**src/hdl/robin_hood_hash_table_assert.svh**
```systemverilog
// Assertion macros for the hash table checks.
`ifndef ROBIN_HOOD_HASH_TABLE_ASSERT_SVH
`define ROBIN_HOOD_HASH_TABLE_ASSERT_SVH

// Same-cycle implication, sampled on clk, off during reset.
`define RHT_ASSERT_NOW(lbl, ante, cons) \
    lbl: assert property (@(posedge clk) disable iff (!rst_n) (ante) |-> (cons)) \
        else $error("hash table check failed");

// Next-cycle implication, sampled on clk, off during reset.
`define RHT_ASSERT_NEXT(lbl, ante, cons) \
    lbl: assert property (@(posedge clk) disable iff (!rst_n) (ante) |=> (cons)) \
        else $error("hash table check failed");

`endif

```
**src/hdl/rht_pkg.sv**
```systemverilog
package rht_pkg;

    localparam int DIST_W   = 7;
    localparam int CFG_W    = 11;
    localparam int KIND_W   = 3;
    localparam int STATUS_W = 3;

    localparam logic [CFG_W-1:0] MAX_FILL_RESET = 11'd870;

    localparam logic [KIND_W-1:0] KIND_INSERT  = 3'd0;
    localparam logic [KIND_W-1:0] KIND_REPLACE = 3'd1;
    localparam logic [KIND_W-1:0] KIND_FIND    = 3'd2;
    localparam logic [KIND_W-1:0] KIND_REMOVE  = 3'd3;
    localparam logic [KIND_W-1:0] KIND_CLEAR   = 3'd4;

    localparam logic [STATUS_W-1:0] ST_INSERTED  = 3'd0;
    localparam logic [STATUS_W-1:0] ST_PRESENT   = 3'd1;
    localparam logic [STATUS_W-1:0] ST_REPLACED  = 3'd2;
    localparam logic [STATUS_W-1:0] ST_FOUND     = 3'd3;
    localparam logic [STATUS_W-1:0] ST_NOT_FOUND = 3'd4;
    localparam logic [STATUS_W-1:0] ST_REMOVED   = 3'd5;
    localparam logic [STATUS_W-1:0] ST_FULL      = 3'd6;
    localparam logic [STATUS_W-1:0] ST_CLEARED   = 3'd7;

    // slot store write kinds
    localparam logic [2:0] WR_NONE  = 3'd0;
    localparam logic [2:0] WR_VALUE = 3'd1;
    localparam logic [2:0] WR_CARRY = 3'd2;
    localparam logic [2:0] WR_SHIFT = 3'd3;
    localparam logic [2:0] WR_FREE  = 3'd4;
    localparam logic [2:0] WR_SWEEP = 3'd5;

    localparam logic [1:0] CNT_HOLD = 2'd0;
    localparam logic [1:0] CNT_INC  = 2'd1;
    localparam logic [1:0] CNT_DEC  = 2'd2;
    localparam logic [1:0] CNT_CLR  = 2'd3;

    // result slot / value source
    localparam logic [1:0] SRC_ZERO    = 2'd0;
    localparam logic [1:0] SRC_HIT_OLD = 2'd1;
    localparam logic [1:0] SRC_HIT_NEW = 2'd2;
    localparam logic [1:0] SRC_INSERT  = 2'd3;

    typedef struct packed {
        logic                load;
        logic                start;
        logic                advance;
        logic                rebase;
        logic                take;
        logic [2:0]          wr;
        logic [1:0]          cnt;
        logic                res_en;
        logic [STATUS_W-1:0] res_status;
        logic [1:0]          res_src;
        logic                emit;
    } rht_cmd_t;

    typedef struct packed {
        logic [KIND_W-1:0] kind;
        logic              used;
        logic              match;
        logic              d_gt;
        logic              d_gt_max;
        logic              dist_zero;
        logic              step_last;
        logic              full;
        logic              out_busy;
    } rht_stat_t;

endpackage

```
**src/hdl/rht_ctrl.sv**
```systemverilog
module rht_ctrl
    import rht_pkg::*;
(
    input  logic              clk,
    input  logic              rst_n,
    input  logic              in_valid,
    input  logic [KIND_W-1:0] kind,
    output logic              in_ready,
    input  rht_stat_t         stat,
    output rht_cmd_t          cmd
);

    localparam logic [2:0] S_RST  = 3'd0;
    localparam logic [2:0] S_IDLE = 3'd1;
    localparam logic [2:0] S_CLR  = 3'd2;
    localparam logic [2:0] S_LOOK = 3'd3;
    localparam logic [2:0] S_FIT  = 3'd4;
    localparam logic [2:0] S_INS  = 3'd5;
    localparam logic [2:0] S_REM  = 3'd6;
    localparam logic [2:0] S_FIN  = 3'd7;

    logic [2:0] state_reg;
    logic [2:0] state_next;

    always_ff @(posedge clk or negedge rst_n)
    begin
        if (!rst_n)
        begin
            state_reg <= S_RST;
        end
        else
        begin
            state_reg <= state_next;
        end
    end

    always_comb
    begin
        state_next = state_reg;
        in_ready   = 1'b0;
        cmd        = '0;
        case (state_reg)
            S_RST:
            begin
                cmd.wr      = WR_SWEEP;
                cmd.advance = 1'b1;
                if (stat.step_last)
                begin
                    state_next = S_IDLE;
                end
            end
            S_IDLE:
            begin
                in_ready = 1'b1;
                if (in_valid)
                begin
                    cmd.load  = 1'b1;
                    cmd.start = 1'b1;
                    case (kind)
                        KIND_INSERT, KIND_REPLACE, KIND_FIND, KIND_REMOVE:
                        begin
                            state_next = S_LOOK;
                        end
                        KIND_CLEAR:
                        begin
                            state_next = S_CLR;
                        end
                        default:
                        begin
                            cmd.res_en     = 1'b1;
                            cmd.res_status = ST_NOT_FOUND;
                            cmd.res_src    = SRC_ZERO;
                            state_next     = S_FIN;
                        end
                    endcase
                end
            end
            S_CLR:
            begin
                cmd.wr      = WR_SWEEP;
                cmd.advance = 1'b1;
                if (stat.step_last)
                begin
                    cmd.cnt        = CNT_CLR;
                    cmd.res_en     = 1'b1;
                    cmd.res_status = ST_CLEARED;
                    cmd.res_src    = SRC_ZERO;
                    state_next     = S_FIN;
                end
            end
            S_LOOK:
            begin
                if (!stat.used || stat.d_gt || (!stat.match && stat.step_last))
                begin
                    cmd.res_en  = 1'b1;
                    cmd.res_src = SRC_ZERO;
                    state_next  = S_FIN;
                    if (stat.kind == KIND_INSERT || stat.kind == KIND_REPLACE)
                    begin
                        if (stat.full)
                        begin
                            cmd.res_status = ST_FULL;
                        end
                        else
                        begin
                            cmd.res_en = 1'b0;
                            cmd.start  = 1'b1;
                            state_next = S_FIT;
                        end
                    end
                    else
                    begin
                        cmd.res_status = ST_NOT_FOUND;
                    end
                end
                else if (stat.match)
                begin
                    cmd.res_en = 1'b1;
                    state_next = S_FIN;
                    case (stat.kind)
                        KIND_INSERT:
                        begin
                            cmd.res_status = ST_PRESENT;
                            cmd.res_src    = SRC_HIT_OLD;
                        end
                        KIND_REPLACE:
                        begin
                            cmd.wr         = WR_VALUE;
                            cmd.res_status = ST_REPLACED;
                            cmd.res_src    = SRC_HIT_NEW;
                        end
                        KIND_FIND:
                        begin
                            cmd.res_status = ST_FOUND;
                            cmd.res_src    = SRC_HIT_OLD;
                        end
                        default:
                        begin
                            cmd.res_status = ST_REMOVED;
                            cmd.res_src    = SRC_HIT_OLD;
                            cmd.advance    = 1'b1;
                            state_next     = S_REM;
                        end
                    endcase
                end
                else
                begin
                    cmd.advance = 1'b1;
                end
            end
            S_FIT:
            begin
                // dry run: would the displacement chain stay within range
                if (!stat.used)
                begin
                    if (stat.d_gt_max)
                    begin
                        cmd.res_en     = 1'b1;
                        cmd.res_status = ST_FULL;
                        cmd.res_src    = SRC_ZERO;
                        state_next     = S_FIN;
                    end
                    else
                    begin
                        cmd.start  = 1'b1;
                        state_next = S_INS;
                    end
                end
                else if ((stat.d_gt && stat.d_gt_max) || stat.step_last)
                begin
                    cmd.res_en     = 1'b1;
                    cmd.res_status = ST_FULL;
                    cmd.res_src    = SRC_ZERO;
                    state_next     = S_FIN;
                end
                else
                begin
                    cmd.advance = 1'b1;
                    cmd.rebase  = stat.d_gt;
                end
            end
            S_INS:
            begin
                if (!stat.used)
                begin
                    cmd.wr         = WR_CARRY;
                    cmd.cnt        = CNT_INC;
                    cmd.res_en     = 1'b1;
                    cmd.res_status = ST_INSERTED;
                    cmd.res_src    = SRC_INSERT;
                    state_next     = S_FIN;
                end
                else if (stat.d_gt)
                begin
                    cmd.wr      = WR_CARRY;
                    cmd.take    = 1'b1;
                    cmd.rebase  = 1'b1;
                    cmd.advance = 1'b1;
                end
                else
                begin
                    cmd.advance = 1'b1;
                end
            end
            S_REM:
            begin
                if (!stat.used || stat.dist_zero)
                begin
                    cmd.wr     = WR_FREE;
                    cmd.cnt    = CNT_DEC;
                    state_next = S_FIN;
                end
                else
                begin
                    cmd.wr      = WR_SHIFT;
                    cmd.advance = 1'b1;
                end
            end
            S_FIN:
            begin
                if (!stat.out_busy)
                begin
                    cmd.emit   = 1'b1;
                    state_next = S_IDLE;
                end
            end
            default:
            begin
                state_next = S_RST;
            end
        endcase
    end

endmodule

```
**config.mk**
```make
export PLATFORM = sky130hd
export DESIGN_NAME = rht_ctrl
export DESIGN_NICKNAME = d
export VERILOG_FILES = /design/src/hdl/robin_hood_hash_table_assert.svh /design/src/hdl/rht_pkg.sv /design/src/hdl/rht_ctrl.sv
export SDC_FILE = /design/constraint.sdc
export NUM_CORES = 1
export LEC_CHECK = 0
export BUFFER_PORTS_ARGS = -buffer_cell sky130_fd_sc_hd__buf_2
export CAP_MARGIN = 20
export CORE_MARGIN = 2
export CORE_UTILIZATION = 45
export DETAILED_ROUTE_END_ITERATION = 7
export GPL_TIMING_DRIVEN = 0
export PLACE_DENSITY = 0.85
export SETUP_SLACK_MARGIN = 0.3
export SKIP_CTS_REPAIR_TIMING = 1
export SYNTH_ARGS = -nofsm -noshare
export SYNTH_HDL_FRONTEND = slang
export SYNTH_SLANG_ARGS = --single-unit
```
**constraint.sdc**
```tcl
create_clock -name clk -period 1.8 [get_ports clk]
set_input_delay 0.18 -clock clk [delete_from_list [all_inputs] [get_ports clk]]
set_output_delay 0.18 -clock clk [all_outputs]
set_load 0.01 [all_outputs]
```
[Word-level counts from Yosys, hierarchy flattened]
Index checks and enable logic that the tools add are counted.
Word-level totals
  bits in registers: 3
  latch bits: 0
  bits in writable memories: 0
  memory bits (read-only): 0
  input bits: 17
  output and inout port bits: 18
  logic and storage cells: 100
  memories kept: 0
Cells by class
  $add $sub $neg: 0
  $mul: 0
  divide/modulo/power cells: 0
  magnitude comparators: 0
  eq/ne operators: 21
  shifts and indexed selects: 0
  muxes and demuxes: 61
  bitwise logic cells: 0
  reduce and logical (&&, ||, !) cells: 17
Operator list (number)
  $mux 3: 15
  $mux 6: 7
  $pmux 6 s5: 1
  $pmux 3 s8: 1
  $mux 1: 20
  $eq 3x2->1 const B: 5
  $eq 3x3->1 const B: 5
  $pmux 5 s3: 1
  $mux 2: 7
  $ne 2x2->1 const B: 6
  $pmux 3 s4: 1
  $eq 3x1->1 const B: 3
  $logic_not 3->1: 3
  $mux 8: 1
  $reduce_and 8->1: 1
  $mux 7: 1
  $ne 3x3->1 const B: 2
  $pmux 2 s3: 1
  $pmux 3 s2: 1
  $logic_or 1x1->1: 5
  $mux 5: 1
  $pmux 1 s5: 1
  $reduce_or 5->1: 1
  $reduce_or 4->1: 1
  other kinds (6): 8

[Longest topological paths before layout]
  depth after elaboration: 6
  depth in mapped cells: 5
  gate-level depth less buffers: 4

[Worst setup path after synthesis]
Ideal clock, no wire load.
  kind: flip-flop to output port
  start: reg state_reg[2]
  end: out cmd[5] in the netlist's numbering
  arrival: 1.477 ns
  setup slack: 0.143 ns
  cell stages (with the launch flop): 5
  path buffers: 0
  path through: dfrtp_1 -> nor2b_2 -> nand2_2 -> or4b_1 -> a21oi_1
RTL lines
  start: declaration: RTL line rht_ctrl.sv:22  | logic [2:0] state_reg;
  start signal: assignment: RTL line rht_ctrl.sv:33  | state_reg <= state_next;
  end: declaration: RTL line rht_ctrl.sv:10  | output rht_cmd_t cmd

==> flow_summary.yaml <==
cells_and_area:
  fin_util_pct: 80.7
  nets: 169
  final_common_cell: "buf_2"
  fin_area_um2: 1200
  syn_to_final_growth_pct: 69.6
  largest_reg_flops: 3
  final_cell_count_no_fill: 166
  fillers: 88
  num_antenna_cells: 0
  layout-drive-gt1-share_pct: 58.0
  final_cell_mix: "33 x buf_2, 9 x a21oi_1, 9 x buf_4"
setup_path:
  startpoint_type: "register"
  slowest_stage: "dfrtp_2"
  cp_data_required_time_ns: 1.62
  worstSetupPathType: "register to output port"
  path_cells: "buf_12 -> nor3b_4 -> o2111a_1 -> nor3_2 -> a31oi_1 -> buf_2"
  reg2reg_from: "state_reg[2]"
  cp.depth: 6
  path_buf_inv: 2
  cp_slowest_stage_delay_ns: 0.45
  arrival_ns: 1.75
  cp_max_fo: 5
  cp_top_family: "flip-flops"
  worstRegToRegCells: 6
  startpoint: "state_reg[2]"
  endpoint_kind: "output port"
clock_network:
  cts_root_buffer: "clkbuf_4"
  htreeDepth: 1
  clkTransAtPathRegs_ns: 0.05
  clockBufferDepth: 2
  cts_sinks: 3
  cts_buffers: 3
  clk_latency_ns: 0.24
  cts_tree: "done"
grt:
  grt_overflow_total: 0
  antenna_found_initial: 0
  grt_pass1_wl_mm: 3.46
  track_usage_pct: 23.5
  grt_pass1_vias: 850
  grt_max_degree: 11
placed_design:
  detailedPlace.worstSlack_ns: 0.0942
  port_buffers: 34
  gp_congestion: 0.936
  dpl.hpwl_mm: 1.76
  dp.cells: 149
  placed_area_um2: 908
power_and_ir_drop:
  vdd_ir_drop_max_mv: 1.26
  power_leakage_nw: 0.567
  power_density_nw_per_um2: 1280
  power_mw: 1.54
synthesis:
  synth_cell_type_count: 46
  synth_enable_flop_cells: 0
  syn_avg_cell_area_um2: 7.15
  synth-main-ff-cell: "dfrtp_1"
  ys_ff_latch: 3
  async_flop_share_pct: 100
  synth_top_area_cell: "dfrtp_1"
  synth_warnings: 0
  synth_area_leaders: "dfrtp_1 11%, a21oi_1 9.2%, nor3_1 4.2%, nand2_1 3.7%, nor2_1 3.2%"
  ys_seq_area_share_pct: 10.6
  syn_inst: 99
  syn-num-nets: 117
  syn_area_um2: 708
  synth_top_area_share_pct: 10.6
sta:
  clock_skew_ns: 0.00866
  rsz0062_at_grt: "true"
  hold_viol: 0
  maxSlewViolCount: 0
  final.setup.tns_ns: -0.267
  whs_ns: 0.283
  fin_crit_sh_pct: 107
  worst_slew_pin_slew_ns: 0.492
  relSlewSlack_pct: 67.1
  setup_ws_ns: -0.132
  setup_viol: 4
  fin_crit_ns: 1.93
  fmax_mhz: 518
floorplan:
  die_w_um: 43.7
  die_area_um2: 1910
  initial_utilization_pct: 47.6
  design.core.area_um2: 1490
  row_count: 14
  ioPinCount: 35
  dieHeight_um: 43.7
detailed_routing:
  detail-route-antenna-nets: 0
  firstDrtPassIters: 4
  wirelength_mm: 2.88
  vias_per_cell: 6.47
  routedWlPerCell_um: 17.3
  vias: 1074
  drtIter0Drc: 48
  drt_drc_violations_left: 0
job:
  drv_cap: 0
outcome:
  status: "complete, but fails checks"
  violations: "setup timing"
worst_hold_path:
  hp-class: "input port to async pin"
[power breakdown]
group	leakage, nW	internal (mW)	switching, mW	total, mW
clock network	0.0150	0.0836	0.0426	0.126
registers	0.0290	0.0996	0.0623	0.162
logic	0.523	0.610	0.639	1.25
total	0.567	0.793	0.744	1.54
[worst paths after layout]
path	to	slack [ns]
setup reg to reg	state_reg[2]	0.13
setup / recovery	cmd[6]	-0.13
hold reg to reg	state_reg[2]	0.81
hold / removal	state_reg[0]	0.28
min in group clk	state_reg[0]	0.36
max in group asynchronous	state_reg[1]	1.38
[synthesized netlist by cell type, types with 2 or more instances]
cell and instances:
nor2_1 6, and3_1 2, a2bb2oi_1 2, o2111a_1 2, and2_1 2, clkbuf_1 3, nor3_1 6, dfrtp_1 3
inv_1 2, or3_1 2, nor4b_1 2, nand2_1 7, nor2b_1 3, a21oi_1 13, nand3_1 4, a211o_1 2
or2_2 2, or3b_1 2, o22ai_1 2, nand2b_1 3, o21ai_0 4
[metal layers]
metal  vias to the layer above  share of wire, %  GRT usage, %  wire, µm
met2                        76                51          38.8      1470
met3                        14               9.8          2.50       283
met4                         0               2.9          10.9        84
met5                         -                 0             0         0
met1                       501                36          30.5      1040
li1                        483                 -             -         -
[final cells by class]
type	instances	area [µm²]	share of cell area [%]
well taps	16	20.0	1.67
repair buffers	47	303	25.2
inverters	3	11.3	0.938
plain buffers	5	50.0	4.17
multi-input cells	88	713	59.4
flip-flops and latches	3	77.6	6.46
clock buffers	4	26.3	2.19
[worst register-to-register path, stage by stage (launching register included)]
cell      delay [ns]
dfrtp_2         0.45
buf_12          0.16
nor3b_4         0.25
o2111a_1        0.28
buf_4           0.13
o21ai_2         0.04
a221oi_1        0.25
[kinds of logic after synthesis]
family	after synthesis	synth area share, %
XOR/XNOR	1	1.24
buffers and inverters	8	5.48
flip-flops	3	10.6
AND/OR/NAND/NOR	52	46.8
AO/OA/AOI/OAI	34	34.1
adder cells (fa/ha/maj)	1	1.77
Power figures use the tool's default switching activity.
